<file path="src/hw/rtl/rbm_pkg.sv">
// Shared types and constants for the RSA block modular exponentiation engine.
`timescale 1ns / 1ps

package rbm_pkg;

  localparam int WORD_BITS_DEF = 32;
  localparam int CFG_IDX_BITS  = 2;

  localparam logic [CFG_IDX_BITS-1:0] REG_MODULUS  = 2'd0;
  localparam logic [CFG_IDX_BITS-1:0] REG_EXPONENT = 2'd1;

  typedef enum logic [2:0] {
    ST_IDLE,
    ST_REDUCE,
    ST_SQUARE,
    ST_MULT,
    ST_FINISH
  } rbm_state_e;

endpackage

</file>
<file path="src/hw/rtl/rbm_if.sv">
// Handshake channel interfaces: block input, result output and register writes.
`timescale 1ns / 1ps

interface rbm_in_if #(
  parameter int WORD_BITS = 32
);
  logic                 valid;
  logic                 ready;
  logic [WORD_BITS-1:0] block_value;

  modport source (output valid, output block_value, input ready);
  modport sink   (input valid, input block_value, output ready);
endinterface

interface rbm_out_if #(
  parameter int WORD_BITS = 32
);
  logic                 valid;
  logic                 ready;
  logic [WORD_BITS-1:0] result_value;

  modport source (output valid, output result_value, input ready);
  modport sink   (input valid, input result_value, output ready);
endinterface

interface rbm_cfg_if #(
  parameter int WORD_BITS = 32
);
  import rbm_pkg::*;

  logic                    valid;
  logic                    ready;
  logic [CFG_IDX_BITS-1:0] index;
  logic [WORD_BITS-1:0]    data;

  modport source (output valid, output index, output data, input ready);
  modport sink   (input valid, input index, input data, output ready);
endinterface

</file>
<file path="src/hw/rtl/rsa_block_modexp.sv">
// Top level: RSA block modular exponentiation by square-and-multiply.
// Each block takes one reduction, one squaring per exponent bit and one multiply per set exponent bit,
// all run in turn on the one bit-serial modular multiplier.
// A new block is accepted only while the sequencer is idle, so blocks are processed one at a time.
// Modulus zero or exponent zero: the multiplier is skipped and the result is 0 or 1 respectively.
// Reset: sequencer idle, output empty, modulus and exponent both 1.
`timescale 1ns / 1ps

module rsa_block_modexp #(
  parameter int WORD_BITS = rbm_pkg::WORD_BITS_DEF
) (
  input  logic     clk_i,
  input  logic     rst_ni,
  rbm_cfg_if.sink  cfg_if,
  rbm_in_if.sink   in_if,
  rbm_out_if.source out_if
);
  import rbm_pkg::*;

  localparam int CW = $clog2(WORD_BITS);

  rbm_state_e state_q, state_d;

  logic [WORD_BITS-1:0] modulus_q;
  logic [WORD_BITS-1:0] exponent_q;
  logic [WORD_BITS-1:0] acc_q, acc_d;
  logic [WORD_BITS-1:0] base_q, base_d;
  logic [CW-1:0]        bit_q, bit_d;
  logic                 out_valid_q;
  logic [WORD_BITS-1:0] out_data_q;
  logic                 out_load;

  logic                 mm_start;
  logic [WORD_BITS-1:0] mm_a;
  logic [WORD_BITS-1:0] mm_b;
  logic                 mm_done;
  logic [WORD_BITS-1:0] mm_res;
  logic [WORD_BITS-1:0] acc_init;

  assign cfg_if.ready = 1'b1;

  always_ff @(posedge clk_i or negedge rst_ni) begin
    if (!rst_ni) begin
      modulus_q  <= WORD_BITS'(1);
      exponent_q <= WORD_BITS'(1);
    end else if (cfg_if.valid) begin
      unique case (cfg_if.index)
        REG_MODULUS:  modulus_q  <= cfg_if.data;
        REG_EXPONENT: exponent_q <= cfg_if.data;
        default: ;
      endcase
    end
  end

  rbm_modmul #(
    .WORD_BITS(WORD_BITS)
  ) u_modmul (
    .clk_i  (clk_i),
    .rst_ni (rst_ni),
    .start_i(mm_start),
    .a_i    (mm_a),
    .b_i    (mm_b),
    .m_i    (modulus_q),
    .done_o (mm_done),
    .res_o  (mm_res)
  );

  assign in_if.ready = (state_q == ST_IDLE);
  assign acc_init    = (modulus_q == WORD_BITS'(1)) ? '0 : WORD_BITS'(1);

  always_comb begin
    state_d  = state_q;
    acc_d    = acc_q;
    base_d   = base_q;
    bit_d    = bit_q;
    mm_start = 1'b0;
    mm_a     = '0;
    mm_b     = '0;
    out_load = 1'b0;
    unique case (state_q)
      ST_IDLE: begin
        if (in_if.valid) begin
          if (modulus_q == '0) begin
            acc_d   = '0;
            state_d = ST_FINISH;
          end else if (exponent_q == '0) begin
            acc_d   = WORD_BITS'(1);
            state_d = ST_FINISH;
          end else begin
            mm_start = 1'b1;
            mm_a     = WORD_BITS'(1);
            mm_b     = in_if.block_value;
            state_d  = ST_REDUCE;
          end
        end
      end
      ST_REDUCE: begin
        if (mm_done) begin
          base_d   = mm_res;
          acc_d    = acc_init;
          bit_d    = CW'(WORD_BITS - 1);
          mm_start = 1'b1;
          mm_a     = acc_init;
          mm_b     = acc_init;
          state_d  = ST_SQUARE;
        end
      end
      ST_SQUARE: begin
        if (mm_done) begin
          acc_d = mm_res;
          if (exponent_q[bit_q]) begin
            mm_start = 1'b1;
            mm_a     = mm_res;
            mm_b     = base_q;
            state_d  = ST_MULT;
          end else if (bit_q == '0) begin
            state_d = ST_FINISH;
          end else begin
            bit_d    = bit_q - CW'(1);
            mm_start = 1'b1;
            mm_a     = mm_res;
            mm_b     = mm_res;
          end
        end
      end
      ST_MULT: begin
        if (mm_done) begin
          acc_d = mm_res;
          if (bit_q == '0) begin
            state_d = ST_FINISH;
          end else begin
            bit_d    = bit_q - CW'(1);
            mm_start = 1'b1;
            mm_a     = mm_res;
            mm_b     = mm_res;
            state_d  = ST_SQUARE;
          end
        end
      end
      ST_FINISH: begin
        if (!out_valid_q || out_if.ready) begin
          out_load = 1'b1;
          state_d  = ST_IDLE;
        end
      end
      default: state_d = ST_IDLE;
    endcase
  end

  always_ff @(posedge clk_i or negedge rst_ni) begin
    if (!rst_ni) begin
      state_q     <= ST_IDLE;
      out_valid_q <= 1'b0;
    end else begin
      state_q <= state_d;
      if (out_load) begin
        out_valid_q <= 1'b1;
      end else if (out_if.ready) begin
        out_valid_q <= 1'b0;
      end
    end
  end

  always_ff @(posedge clk_i) begin
    acc_q  <= acc_d;
    base_q <= base_d;
    bit_q  <= bit_d;
    if (out_load) begin
      out_data_q <= (acc_q == '0) ? modulus_q : acc_q;
    end
  end

  assign out_if.valid        = out_valid_q;
  assign out_if.result_value = out_data_q;

endmodule

</file>
<file path="src/hw/rtl/rbm_modmul.sv">
// Bit-serial modular multiplier: one multiplier bit per cycle, double-and-add with reduction.
`timescale 1ns / 1ps

module rbm_modmul #(
  parameter int WORD_BITS = 32
) (
  input  logic                 clk_i,
  input  logic                 rst_ni,
  input  logic                 start_i,
  input  logic [WORD_BITS-1:0] a_i,
  input  logic [WORD_BITS-1:0] b_i,
  input  logic [WORD_BITS-1:0] m_i,
  output logic                 done_o,
  output logic [WORD_BITS-1:0] res_o
);

  localparam int CW = $clog2(WORD_BITS);
  localparam int TW = WORD_BITS + 3;

  logic                 busy_q;
  logic [CW-1:0]        cnt_q;
  logic [WORD_BITS-1:0] acc_q;
  logic [WORD_BITS-1:0] a_q;
  logic [WORD_BITS-1:0] b_q;
  logic [WORD_BITS-1:0] m_q;

  logic [TW-1:0] sum;
  logic [TW-1:0] diff1;
  logic [TW-1:0] diff2;
  logic [WORD_BITS-1:0] step;

  always_comb begin
    sum   = {2'b00, acc_q, 1'b0} + (b_q[WORD_BITS-1] ? {3'b000, a_q} : '0);
    diff1 = sum - {3'b000, m_q};
    diff2 = sum - {2'b00, m_q, 1'b0};
    priority if (!diff2[TW-1]) begin
      step = diff2[WORD_BITS-1:0];
    end else if (!diff1[TW-1]) begin
      step = diff1[WORD_BITS-1:0];
    end else begin
      step = sum[WORD_BITS-1:0];
    end
  end

  assign done_o = busy_q && (cnt_q == CW'(WORD_BITS - 1));
  assign res_o  = step;

  always_ff @(posedge clk_i or negedge rst_ni) begin
    if (!rst_ni) begin
      busy_q <= 1'b0;
      cnt_q  <= '0;
    end else if (start_i) begin
      busy_q <= 1'b1;
      cnt_q  <= '0;
    end else if (done_o) begin
      busy_q <= 1'b0;
    end else if (busy_q) begin
      cnt_q <= cnt_q + CW'(1);
    end
  end

  always_ff @(posedge clk_i) begin
    if (start_i) begin
      acc_q <= '0;
      a_q   <= a_i;
      b_q   <= b_i;
      m_q   <= m_i;
    end else if (busy_q) begin
      acc_q <= step;
      b_q   <= {b_q[WORD_BITS-2:0], 1'b0};
    end
  end

endmodule

</file>
<file path="src/flat_wrapper.sv">
// flat-port wrapper written by rule: the top's interface ports become plain ports
module rsa_block_modexp_flat import rbm_pkg::*;
#(
  parameter int WORD_BITS = rbm_pkg::WORD_BITS_DEF
)
  (clk_i, rst_ni, cfg_if_valid, cfg_if_index, cfg_if_data, cfg_if_ready, in_if_valid, in_if_block_value, in_if_ready, out_if_valid, out_if_result_value, out_if_ready);
  rbm_cfg_if #(.WORD_BITS(WORD_BITS)) cfg_if_i ();
  rbm_in_if #(.WORD_BITS(WORD_BITS)) in_if_i ();
  rbm_out_if #(.WORD_BITS(WORD_BITS)) out_if_i ();
  input  logic clk_i;
  input  logic rst_ni;
  input wire logic [$bits(cfg_if_i.valid)-1:0] cfg_if_valid;
  input wire logic [$bits(cfg_if_i.index)-1:0] cfg_if_index;
  input wire logic [$bits(cfg_if_i.data)-1:0] cfg_if_data;
  output wire logic [$bits(cfg_if_i.ready)-1:0] cfg_if_ready;
  input wire logic [$bits(in_if_i.valid)-1:0] in_if_valid;
  input wire logic [$bits(in_if_i.block_value)-1:0] in_if_block_value;
  output wire logic [$bits(in_if_i.ready)-1:0] in_if_ready;
  output wire logic [$bits(out_if_i.valid)-1:0] out_if_valid;
  output wire logic [$bits(out_if_i.result_value)-1:0] out_if_result_value;
  input wire logic [$bits(out_if_i.ready)-1:0] out_if_ready;
  assign cfg_if_i.valid = cfg_if_valid;
  assign cfg_if_i.index = cfg_if_index;
  assign cfg_if_i.data = cfg_if_data;
  assign cfg_if_ready = cfg_if_i.ready;
  assign in_if_i.valid = in_if_valid;
  assign in_if_i.block_value = in_if_block_value;
  assign in_if_ready = in_if_i.ready;
  assign out_if_valid = out_if_i.valid;
  assign out_if_result_value = out_if_i.result_value;
  assign out_if_i.ready = out_if_ready;
  rsa_block_modexp #(.WORD_BITS(WORD_BITS)) u_core (.clk_i(clk_i), .rst_ni(rst_ni), .cfg_if(cfg_if_i), .in_if(in_if_i), .out_if(out_if_i));
endmodule
</file>
<file path="config.mk">
export PLATFORM = sky130hd
export DESIGN_NAME = rsa_block_modexp_flat
export DESIGN_NICKNAME = d
export VERILOG_FILES = /design/src/hw/rtl/rbm_pkg.sv /design/src/hw/rtl/rbm_if.sv /design/src/hw/rtl/rsa_block_modexp.sv /design/src/hw/rtl/rbm_modmul.sv /design/src/flat_wrapper.sv
export SDC_FILE = /design/constraint.sdc
export NUM_CORES = 1
export LEC_CHECK = 0
export BUFFER_PORTS_ARGS = -buffer_cell sky130_fd_sc_hd__buf_4
export CAP_MARGIN = 40
export CORE_UTILIZATION = 38
export DETAILED_ROUTE_END_ITERATION = 8
export PLACE_DENSITY_LB_ADDON = 0.3
export SETUP_SLACK_MARGIN = 0.4
export SLEW_MARGIN = 20
export SYNTH_ARGS = -nofsm -noshare
export SYNTH_HDL_FRONTEND = slang
export SYNTH_SLANG_ARGS = --single-unit
</file>
<file path="constraint.sdc">
create_clock -name clk_i -period 6.5 [get_ports clk_i]
set_input_delay 0.325 -clock clk_i [delete_from_list [all_inputs] [get_ports clk_i]]
set_output_delay 0.325 -clock clk_i [all_outputs]
set_load 0.005 [all_outputs]
</file>
==> flow_results.org, run 1 <==
** GRT
- Entering global routing, the biggest net connects 58 pins.
- Number of global-route vias before repair :: 14.6k
- Number of antenna violations at the first check in global routing :: 1
- Overflow left after global routing :: 0
- For this run, global-route usage on met1 was measured as 34.7%.
- GRT Total Usage :: 24.8%
- The first global-routing pass estimated 91900 µm of wire.
- The layer flagged by global routing as most heavily used is met2.
- In the global route stage, met2 resource usage came out at 39.3%.
- Met3 track demand over resource :: 4.17%

** Place
- Number of I/O port buffers :: 104
- In this run the cell area measured after placement is 0.0202 mm².
- DP Wirelength :: 47200 µm
- Routability-driven placement finished with a final weighted congestion of 0.967.

** Worst setup path
- STA classifies the critical path endpoint as a flip-flop.
- Required time at the worst-slack endpoint :: 6.81 ns
- Largest driver fanout on the critical path :: 28
- The critical path is of the reg -> reg type.
- Data on the critical path arrives at its endpoint at 6.23 ns.
- Count of cells along the worst register-to-register path :: 23
- Startpoint kind of the worst setup timing path :: flip-flop

** STA
- Based on the critical path, the design can be clocked at up to 169 MHz.
- Worst clock skew :: 0.0256 ns
- Counting I/O delays and the setup requirement, the final critical path takes 5.92 ns.
- For the pin with the worst max-slew slack, the measured transition is 0.838 ns.
- In this run the tightest slew margin relative to its limit is 43.4%.
- Setup violations remaining at the end of the flow were counted as 0.
- In the finished design, the share of the clock period the worst path needs comes to 91.1%.
- Number of endpoints with negative hold slack in the final report :: 0
- Number of slew-limit violations in the final report :: 0
- Aggregate negative setup slack :: 0 ns
- Unrepaired setup endpoints after global routing :: true

** CTS
- After clock tree synthesis, the clock-pin slew on the worst setup and hold paths is 0.06 ns.
- CTS Buf Count :: 35
- Maximum root-to-sink buffer count :: 3
- For the worst-skew pair, the clock arrives at the later sink with an insertion delay of 0.56 ns.
- CTS sink count :: 303
- In this run the clock root is driven by a sky130_fd_sc_hd__clkbuf_16.
- CTS built an H-tree with a depth of 2.
- TritonCTS built the clock tree.

** Cells and area
- Number of fill cells :: 4498
- Of the cells placed in the final design, the portion with a size suffix greater than 1 is 20.1%.
- Area added between synthesis and finish :: 16.6%
- 0 antenna diodes ended up in the layout.
- Design Area, Final :: 0.0215 mm²
- Final Net Count :: 2074

** Floorplan
- The floorplan has 80 rows.
- The floorplan step defined a core boundary enclosing 0.0478 mm².
- Starting density of the core :: 38.6%
- Total die area :: 0.0495 mm²
- In this run the horizontal extent of the chip is 223 µm.
- I/O pins :: 106
- Die boundary height :: 223 µm

** Routing
- First-iteration detailed-routing DRC count :: 1407
- Dividing the detail-routed via count by the number of cells gives 5.92.
- Detailed-routing iteration count for the pre-antenna-repair pass :: 5
- After detailed routing, the number of remaining DRC violations is 0.
- Summed over all layers, the routed wires come to 62700 µm.
- Total number of vias :: 15.1k
- Dividing the detail-routed wire length by the instance count gives 24.6 µm.
- Once detail routing completed, the nets flagged for antenna violations numbered 0.

** Synth
- Unique masters post-synth :: 106
- Number of flip-flops and latches in the synthesized netlist :: 303
- Area of the mapped netlist :: 0.0185 mm²
- Top cells by area in the synthesized netlist :: sky130_fd_sc_hd__edfxtp_1, sky130_fd_sc_hd__dfrtp_1, sky130_fd_sc_hd__ha_1
- Mapped Nets :: 1949
- Yosys printed 0 warnings.
- The commonest cells after synthesis are sky130_fd_sc_hd__edfxtp_1, sky130_fd_sc_hd__nor2_1, sky130_fd_sc_hd__a21oi_1, sky130_fd_sc_hd__inv_1, sky130_fd_sc_hd__ha_1.
- Main synth FF type :: sky130_fd_sc_hd__edfxtp_1
- Of all flip-flops after synthesis, the portion carrying an async set or reset was 24.4%.
- Cell type with the highest aggregate area in the netlist :: sky130_fd_sc_hd__edfxtp_1
- The top cell type by area accounts for 32.0% of the synthesized area.
- Dividing the synthesized area by the synthesized cell count gives 10.4 µm².
- Sequential cell area fraction in the yosys report :: 45.5%
- The synthesized design contains 197 enable-type register cells.
- Most frequently used cell type in the post-synthesis netlist :: sky130_fd_sc_hd__edfxtp_1
- Count of mapped cells out of synthesis :: 1777

** Hold path
- Counting instances, the worst hold path has a depth of 2.
- In this run the worst hold path is classified as in -> reg.

** Status
- The flow ran to the end, and the final reports show no timing, DRC or antenna violations.

** Job
- The tool flagged a number of max-cap violations equal to 0.
[layout by cell type, fill, tap and decap left out, drive strengths merged, types with 17 or more instances in the layout]
cell and count:
ha 98, inv 103, o22ai 17, a21o 70, o211ai 21, o21a 22
xor2 25, dfrtp 72, mux2 81, clkbuf 47, a211oi 27, and2 38
nand4 22, a221oi 31, buf 167, dfxtp 32, a21oi 131, nor2 179
nor3 33, mux2i 22, nor4 27, o21ai 90, nand3 22, edfxtp 197
nand2 91, xnor2 49
[worst paths after layout]
kind,start,slack (ns),end
max reg2reg,u_core.u_modmul.b_q[31],0.58,u_core.u_modmul.b_q[31]
min reg2reg,u_core.u_modmul.acc_q[19],0.47,u_core.u_modmul.acc_q[19]
max in group asynchronous,rst_ni,5.69,u_core.exponent_q[0]
min in group asynchronous,rst_ni,0.21,u_core.modulus_q[27]
min,cfg_if_data[22],0.03,u_core.exponent_q[22]
max,u_core.u_modmul.b_q[31],0.58,u_core.u_modmul.b_q[31]
[worst max-delay path, stage by stage (launching register included)]
cell	delay (ns)
sky130_fd_sc_hd__edfxtp_1	0.46
sky130_fd_sc_hd__buf_6	0.22
sky130_fd_sc_hd__and2_1	0.16
sky130_fd_sc_hd__ha_1	0.37
sky130_fd_sc_hd__a2111oi_2	0.37
sky130_fd_sc_hd__o21ai_1	0.18
sky130_fd_sc_hd__a41oi_2	0.22
sky130_fd_sc_hd__buf_4	0.17
sky130_fd_sc_hd__nor2_1	0.06
sky130_fd_sc_hd__o21a_1	0.16
sky130_fd_sc_hd__nor2_1	0.10
sky130_fd_sc_hd__xnor2_1	0.21
sky130_fd_sc_hd__ha_1	0.37
sky130_fd_sc_hd__a21oi_1	0.16
sky130_fd_sc_hd__o21ai_1	0.13
sky130_fd_sc_hd__a311oi_2	0.32
sky130_fd_sc_hd__o21a_1	0.27
sky130_fd_sc_hd__nor3_1	0.11
sky130_fd_sc_hd__or4_1	0.53
sky130_fd_sc_hd__a311o_1	0.32
sky130_fd_sc_hd__or3_1	0.34
sky130_fd_sc_hd__o211ai_2	0.13
sky130_fd_sc_hd__a21oi_2	0.14
sky130_fd_sc_hd__buf_4	0.17
[layout make-up]
class | instances | area (µm²) | share of cell area [%]
clock inverters | 17 | 148 | 0.685
well taps | 615 | 769 | 3.57
multi-input cells | 1288 | 9460 | 43.9
inverters | 101 | 382 | 1.77
flip-flops and latches | 303 | 8410 | 39.0
repair buffers | 173 | 1420 | 6.58
clock buffers | 47 | 961 | 4.46
[stage by stage]
stage                     utilization, %  worst slack, ns  hold slack, ns  std cells
after CTS                           44.7            0.422        0.000244       2537
final                               45.0            0.580          0.0272       2544
after global routing                45.0            0.338          0.0171       2544
after floorplan                        -             1.24          0.0294       1777
after global placement              41.9            0.164           0.452       2458
after detailed placement            42.2           0.0414           0.219       2464
[metal layers]
layer	vias up	wire length, µm
met5	-	0
met4	0	1680
met3	78	5150
met2	620	28700
met1	7442	27200
li1	6910	-
[repair_timing]
item,4_1_cts,5_1_grt
hold endpoints to repair,77,0
hold buffers,6,0
resized for setup,7,18
setup endpoints to repair,132,149
buffers inserted,3,7
pin swaps,2,5
[flip-flops by register name (all words and copies together), names as in the netlist]
register / cells
u_core.u_modmul.a_q: 32
u_core.u_modmul.b_q: 32
u_core.state_q: 3
u_core.acc_q: 32
u_core.exponent_q: 32
u_core.base_q: 32
u_core.out_if.result_value: 32
u_core.bit_q: 5
u_core.u_modmul.cnt_q: 5
u_core.u_modmul.acc_q: 32
u_core.modulus_q: 32
u_core.u_modmul.busy_q: 1
u_core.out_if.valid: 1
u_core.u_modmul.m_q: 32
[logic make-up (layout without fill, tap and decap cells)]
group / Yosys count / count (layout) / synth area share (%)
muxes: 112 / 112 / 7.45
AOI/OAI and AO/OA: 523 / 523 / 19.9
and+or+nand+nor: 477 / 477 / 12.4
other: 1 / 1 / 0.0203
DFF: 303 / 303 / 45.5
adders and majority gates: 101 / 101 / 6.96
buffers and inverters: 186 / 338 / 4.25
xor gates and xnor gates: 74 / 74 / 3.51
Power of run 1 is left out: the tool's default activity adds up to more than one toggle a clock period on the data nets, which glitch-free logic cannot reach.
==> inputs of run 2 (changes only) <==
Settings changed: CTS_BUF_LIST set to sky130_fd_sc_hd__clkbuf_2, PLACE_DENSITY_LB_ADDON 0.3 to 0.1.
==> run 2 against run 1 <==
  * Critical path depth grew 1
  * Final area grew 2.7%
  * Non-clock buffer count grew 83
  * Clock skew grew 0.075 ns
  * Setup slack gained 0.041 ns
  * Utilization grew 1.2 points
  * Clock-buffer cell count grew 62
  * Cell count grew 6.3%
  * Maximum frequency grew 0.70%
==> flow_results.org, run 2 (synthesis results as in run 1) <==
** Routing
- Highest routing layer actually used :: met4
- Final routed wirelength across all metal layers :: 63400 µm (+1.2%)
- Post-detailed-route via-to-cell ratio :: 5.72 (-3.3%)
- The number of remaining DRC errors came to 0 (unchanged).
- The wire length the detailed router placed on met1 is 29500 µm (+8.3%).
- Antenna Nets Post-Route :: 0 (unchanged)
- Met2 routed wirelength :: 29200 µm (+1.7%)
- The met3 layer wire length in the routed design came to 3570 µm (-31%).
- Total number of vias :: 15.5k (+2.8%)
- Wire length per cell after detailed routing :: 23.5 µm (-4.8%)
- The number of detailed-route iterations in the first pass is 5 (unchanged).
- The violation count after the first detailed-route iteration is 1072 (-24%).

** STA
- The final worst clock skew is 0.100 ns (+0.0745 ns).
- Aggregate negative setup slack :: 0 ns (unchanged)
- Final critical path time including I/O delays and setup :: 5.88 ns (-0.0414 ns)
- Setup repair after global routing could not meet its margin everywhere.
- Worst slew margin relative to its limit :: 43.1% (-0.35 points)
- The share of the cycle needed by the critical path after routing came to 90.4% (-0.64 points).
- The transition time of the tightest slew-check pin was 0.848 ns (+0.0107 ns).
- The number of hold-slack violations in the final timing report was 0 (unchanged).
- Final setup violation count :: 0 (unchanged)
- Number of slew-limit violations in the final report :: 0 (unchanged)
- The fmax was 170 MHz (+0.70%).

** Worst setup path
- Critical path cell sequence :: buf_12 -> and2_1 -> ha_2 -> nand4_1 -> nor4_1 -> buf_4 -> o211ai_1 -> buf_4 -> nand2_1 -> nor2_1 -> xnor2_2 -> ha_1 -> a21o_1 -> a21o_1 -> a21o_1 -> a21o_1 -> a21o_1 -> a221oi_1 -> buf_4 -> o21ai_4 -> buf_12 -> o21ai_1 -> o211a_1 -> o22a_1
- Data arrival time of the worst path :: 6.74 ns (+0.51 ns)
- Largest driver fanout on the critical path :: 27 (-3.6%)
- Delay-heaviest family, CP :: compound AO/OA/AOI/OAI gates
- CP startpoint :: u_core.u_modmul.b_q[31]
- Crit path depth :: 24 (+4.3%)
- Slack of the worst reg-to-reg path :: 0.62 ns (+0.04 ns)
- Sum of buffers and inverters on the critical path :: 5 (+2)
- Critical path capture point type :: flip-flop
- The required time of the worst setup path is 7.36 ns (+0.55 ns).
- The worst register-to-register path begins at u_core.u_modmul.b_q[31].
- Maximum cell stage delay along the critical path :: 0.50 ns (-0.03 ns)
- The depth of the worst register-to-register path came to 24 (+4.3%).
- The worst register-to-register path ends at u_core.u_modmul.b_q[10].
- Most common cell on crit path :: sky130_fd_sc_hd__a21o_1
- The worst setup path is of the reg -> reg kind.
- For this design, the slowest cell found on the critical path is sky130_fd_sc_hd__edfxtp_1.
- Startpoint kind of the worst setup timing path :: flip-flop
- The critical path ends at u_core.u_modmul.b_q[10].

** GRT
- Number of antenna violations at the first check in global routing :: 1 (unchanged)
- Number of global-route vias before repair :: 15.0k (+3.0%)
- The global-route wire length before repair came to 94100 µm (+2.4%).
- Pin count of the biggest net entering global routing :: 58 (unchanged)
- The total congestion overflow came to 0 (unchanged).
- GRT Total Usage :: 25.4% (+0.54 points)

** Cells and area
- Area added between synthesis and finish :: 19.8%
- Final Net Count :: 2198 (+6.0%)
- Leaving out fill and tap cells, the most frequent cells in the layout are sky130_fd_sc_hd__edfxtp_1, sky130_fd_sc_hd__nor2_1, sky130_fd_sc_hd__buf_4, sky130_fd_sc_hd__a21oi_1, sky130_fd_sc_hd__clkbuf_2.
- The library cell used most frequently in the layout, excluding fill and tap cells, is sky130_fd_sc_hd__edfxtp_1.
- Final Util :: 46.3% (+1.2 points)
- The proportion of layout cells with a drive suffix above 1 came to 23.2% (+3.2 points).
- The filler cell count in the final layout is 4656 (+3.5%).

** Floorplan
- Die width :: 223 µm (unchanged)
- I/O pins :: 106 (unchanged)
- The cell row count was 80 (unchanged).
- Starting density of the core :: 38.6% (unchanged)
- The core area came to 0.0478 mm² (unchanged).
- Die boundary height :: 223 µm (unchanged)
- Total die area :: 0.0495 mm² (unchanged)

** Hold path
- Min-delay worst type :: in -> reg

** Status
- Run status :: finished clean

** Place
- DP Wirelength :: 47400 µm (+0.35%)
- The number of input and output port buffers inserted was 104 (unchanged).
- Final RePlAce weighted congestion :: 0.957 (-1.1%)

** CTS
- The count of H-tree levels built during CTS was 3 (+1).
- CTS Buf Count :: 76 (+120%)
- The clock latency of the later-clocked register in the worst-skew pair was 0.98 ns (+0.42 ns).
- CTS sink count :: 303 (unchanged)
- Clock tree synthesis selected as its root buffer the cell sky130_fd_sc_hd__clkbuf_2.
- TritonCTS built the clock tree.
- Clock transition at path regs :: 0.12 ns (+0.06 ns)
- The number of buffers between clock root and the deepest sink is 3 (unchanged).

** Job
- The total of max-cap violations came to 0 (unchanged).
## run 2: cell count changes in the layout (fill, tap and decap cells not counted), moves of 6 or more
cell,before,now
sky130_fd_sc_hd__buf_12,3,9
sky130_fd_sc_hd__buf_4,159,171
sky130_fd_sc_hd__clkbuf_1,8,0
sky130_fd_sc_hd__clkbuf_16,35,1
sky130_fd_sc_hd__clkbuf_2,0,109
sky130_fd_sc_hd__clkinv_1,7,25
sky130_fd_sc_hd__dlygate4sd3_1,6,73
## run 2: how the worst min path moves through the flow
stage                                startpoint                        to  slack [ns]  cells past startpoint
after global routing      in_if_block_value[31]   u_core.u_modmul.b_q[31]       0.005                      4
after global placement                   rst_ni  u_core.u_modmul.cnt_q[1]        0.13                      1
after detailed placement                 rst_ni  u_core.u_modmul.cnt_q[1]        0.13                      1
after floorplan                          rst_ni     u_core.exponent_q[10]        0.03                      0
final                     in_if_block_value[31]   u_core.u_modmul.b_q[31]        0.05                      4
after CTS                       cfg_if_data[26]      u_core.modulus_q[26]        0.04                      3
## run 2: worst reg2reg max path, delay by kind of cell (launching register included)
family	cells	cell delay, ns
and+or+nand+nor	5	0.99
xor gates and xnor gates	1	0.25
buffers and inverters	5	0.97
adders and majority gates	2	0.73
DFF	1	0.50
AOI/OAI and AO/OA	11	2.33
## run 2: area by class of cell
class	count	area, µm²	area share [%]
Tap cell	615	769	3.48
Inverter	101	382	1.72
Clock inverter	30	171	0.775
Antenna cell	2	5.00	0.0226
Timing Repair Buffer	256	2260	10.2
Clock buffer	109	546	2.47
Multi-Input combinational cell	1288	9590	43.3
Sequential cell	303	8410	38.0
## run 2: what timing repair did
item                                    4_1_cts  5_1_grt
pin swaps                                     1       10
cloned                                        0        1
gates resized for setup                       8       45
endpoints found under the hold margin       183        0
buffers inserted                              1       12
endpoints found under the setup margin       37      158
hold buffers                                 73        0
## run 2: metal layers
layer,vias to the layer above,global-route usage [%]
li1,7230,-
met1,7637,36.3
met2,536,40.5
met3,68,2.90
met4,0,6.87
met5,-,0
## run 2: metrics by stage
step	setup WS, ns	hold slack, ns	area [µm²]	cells
floorplan	1.24	0.0294	18500	1777
global placement	0.172	0.128	20300	2474
detailed placement	0.191	0.129	20300	2476
CTS	0.397	0.0429	21800	2689
global route	0.373	0.00520	22100	2703
finish	0.621	0.0507	22100	2704
Power of run 2 is left out for the same reason.
==> inputs of run 3 (changes only) <==
==> constraint.sdc (replaced) <==
create_clock -name clk_i -period 6.5 [get_ports clk_i]
set_input_delay 0.65 -clock clk_i [delete_from_list [all_inputs] [get_ports clk_i]]
set_output_delay 0.65 -clock clk_i [all_outputs]
set_load 0.005 [all_outputs]
==> run 3 against run 2 <==
  * Sequential share of layout area is 0.59 points higher
  * Maximum frequency rose by 0.39%
  * Die area unchanged
  * Utilization decreased by 0.70 points
  * Final area shrank 1.5%
  * Clock-buffer cell count unchanged
==> flow_results.org, run 3 (synthesis results as in run 1) <==
** STA
- Number of slew-limit violations in the final report :: 0 (unchanged)
- The transition time of the tightest slew-check pin is 0.840 ns (-0.00837 ns).
- The clock period minus worst slack is 5.86 ns (-0.0227 ns).
- The share of the cycle needed by the critical path after routing came to 90.1% (-0.35 points).
- Setup repair after global routing could not meet its margin everywhere.
- Final setup violation count :: 0 (unchanged)
- Aggregate negative setup slack :: 0 ns (unchanged)
- Worst clock skew :: 0.0996 ns (-0.000533 ns)
- The number of hold-slack violations in the final timing report was 0 (unchanged).
- Worst slew margin relative to its limit :: 43.7% (+0.56 points)
- The fmax was 171 MHz (+0.39%).

** GRT
- Number of global-route vias before repair :: 14.8k (-1.1%)
- The total track usage was 25.2% (-0.13 points).
- Pin count of the biggest net entering global routing :: 58 (unchanged)
- The total congestion overflow is 0 (unchanged).
- The global-route wire length before repair came to 93600 µm (-0.55%).
- The number of antenna violations at the first check in global routing is 2 (+1).

** Floorplan
- Die boundary height :: 223 µm (unchanged)
- Die width :: 223 µm (unchanged)
- The number of top-level pins is 106 (unchanged).
- Standard-cell rows :: 80 (unchanged)
- The area enclosed by the die boundary came to 0.0495 mm² (unchanged).
- The core area is 0.0478 mm² (unchanged).
- Starting density of the core :: 38.6% (unchanged)

** Routing
- The routed length per instance is 23.7 µm (+0.82%).
- Total number of vias :: 15.4k (-0.76%)
- The wire length after detailed routing came to 63100 µm (-0.45%).
- The remaining antenna violation count after routing is 0 (unchanged).
- The number of detailed-route iterations in the first pass came to 5 (unchanged).
- Final routed DRC violation total :: 0 (unchanged)
- First-iteration detailed-routing DRC count :: 1076 (+0.37%)
- Post-detailed-route via-to-cell ratio :: 5.75 (+0.50%)

** Worst setup path
- Largest driver fanout on the critical path :: 27 (unchanged)
- The register-to-register path setup slack came to 0.64 ns (+0.02 ns).
- In this run the critical register-to-register path is launched from u_core.u_modmul.b_q[31].
- Count of cells along the worst register-to-register path :: 21 (-13%)
- The signal arrival time at the worst endpoint came to 6.71 ns (-0.03 ns).
- Critical path capture point type :: flip-flop
- The critical path is of the reg -> reg type.
- Required time at the worst-slack endpoint :: 7.36 ns (about the same)
- In this run the critical register-to-register path is captured at u_core.u_modmul.b_q[31].
- Startpoint kind of the worst setup timing path :: flip-flop

** CTS
- CTS Buf Count :: 76 (unchanged)
- Cell at the root of the clock tree :: sky130_fd_sc_hd__clkbuf_2
- The clock edge transition at the registers on the reported setup and hold paths is 0.11 ns (about the same).
- The clock latency of the later-clocked register in the worst-skew pair came to 0.98 ns (about the same).
- The number of sinks on the clock net was 303 (unchanged).
- The count of H-tree levels built during CTS was 3 (unchanged).
- Maximum root-to-sink buffer count :: 3 (unchanged)
- Clock tree from TritonCTS :: yes

** Status
- The flow ran to the end, and the final reports show no timing, DRC or antenna violations.

** Hold path
- Min-delay worst type :: in -> reg
- Worst min-delay path endpoint :: u_core.u_modmul.b_q[30]
- The count of cells along the worst hold path is 3 (-1).
- The startpoint identified for the worst hold timing path is in_if_block_value[30].

** Cells and area
- Most common cell after layout, fill and taps aside :: sky130_fd_sc_hd__edfxtp_1
- The top cell types in the final layout, fill and taps aside, are sky130_fd_sc_hd__edfxtp_1, sky130_fd_sc_hd__nor2_1, sky130_fd_sc_hd__buf_4, sky130_fd_sc_hd__a21oi_1, sky130_fd_sc_hd__clkbuf_2.
- Fraction of final layout cells with drive strength greater than 1 :: 23.7% (+0.43 points)
- Area added between synthesis and finish :: 17.9%
- The total non-filler cell area in the finished layout is 0.0218 mm² (-1.5%).
- The number of nets in the finished design is 2164 (-1.5%).

** Place
- Cell Area, Placed :: 0.0203 mm² (unchanged)
- DP Wirelength :: 47400 µm (unchanged)
- The routability congestion estimate was 0.957 (unchanged).
- The number of input and output port buffers inserted was 104 (unchanged).

** Job
- The total of max-cap violations is 0 (unchanged).
run 3: cell types whose count changed in the layout (fill, tap and decap cells not counted), sizes merged:
cell,change
dlygate4sd3,-34
run 3: how the worst max path moves through the flow:
stage	endpoint	slack, ns	depth (start not counted)	start
floorplan	u_core.u_modmul.a_q[0]	1.24	9	u_core.u_modmul.cnt_q[0]
detailed placement	u_core.u_modmul.b_q[24]	0.19	20	u_core.u_modmul.b_q[31]
CTS	u_core.u_modmul.acc_q[18]	0.40	23	u_core.u_modmul.b_q[31]
global placement	u_core.u_modmul.b_q[24]	0.17	20	u_core.u_modmul.b_q[31]
finish	u_core.u_modmul.b_q[31]	0.64	21	u_core.u_modmul.b_q[31]
global route	u_core.u_modmul.b_q[23]	0.37	23	u_core.u_modmul.b_q[31]
run 3: worst max-delay path, stage by stage (launching register included):
cell and delay [ns]:
sky130_fd_sc_hd__edfxtp_1 0.50, sky130_fd_sc_hd__buf_12 0.21, sky130_fd_sc_hd__and2_1 0.15, sky130_fd_sc_hd__ha_1 0.26
sky130_fd_sc_hd__a2111oi_2 0.39, sky130_fd_sc_hd__o21ai_2 0.15, sky130_fd_sc_hd__a41oi_2 0.29, sky130_fd_sc_hd__nor2_1 0.10
sky130_fd_sc_hd__o41a_1 0.37, sky130_fd_sc_hd__xor2_2 0.19, sky130_fd_sc_hd__buf_4 0.15, sky130_fd_sc_hd__ha_1 0.37
sky130_fd_sc_hd__and2_0 0.19, sky130_fd_sc_hd__nand3_1 0.18, sky130_fd_sc_hd__a2111o_1 0.55, sky130_fd_sc_hd__a21oi_2 0.20
sky130_fd_sc_hd__a211oi_2 0.10, sky130_fd_sc_hd__or4b_4 0.52, sky130_fd_sc_hd__a31oi_2 0.26, sky130_fd_sc_hd__o211ai_2 0.21
sky130_fd_sc_hd__a21oi_4 0.24, sky130_fd_sc_hd__buf_4 0.14
run 3: stage by stage:
step	worst slack (ns)	util, %	cells	hold WS [ns]
5_1_grt	0.373	45.5	2669	0.0513
4_1_cts	0.397	44.8	2655	0.0120
3_5_place_dp	0.191	42.4	2476	0.454
2_1_floorplan	1.24	-	1777	0.354
3_3_place_gp	0.172	42.3	2474	0.453
6_report	0.644	45.5	2670	0.0886
run 3: what timing repair did:
| action | 4_1_cts | 5_1_grt |
|---|---|---|
| endpoints found under the setup margin | 37 | 159 |
| endpoints found under the hold margin | 141 | 0 |
| hold buffers | 39 | 0 |
| cloned | 0 | 1 |
| setup buffers | 1 | 12 |
| pin swaps | 1 | 10 |
| resized for setup | 8 | 46 |
run 3: final cells by class:
type,count,area (µm²)
multi-input cells,1288,9590
inverters,101,382
clock inverters,30,171
repair buffers,222,1920
fillers,4688,26100
well taps,615,769
diodes,2,5.00
clock buffers,109,546
flip-flops and latches,303,8410
run 3: metal layers:
metal,vias to the layer above,share of wire (%),global-route usage [%],routed length (µm)
li1,7157,-,-,-
met1,7605,47,36.2,29400
met2,523,46,40.2,29000
met3,66,5.5,2.92,3460
met4,2,1.9,6.94,1210
met5,-,0.027,0,17
Power of run 3 is left out for the same reason.
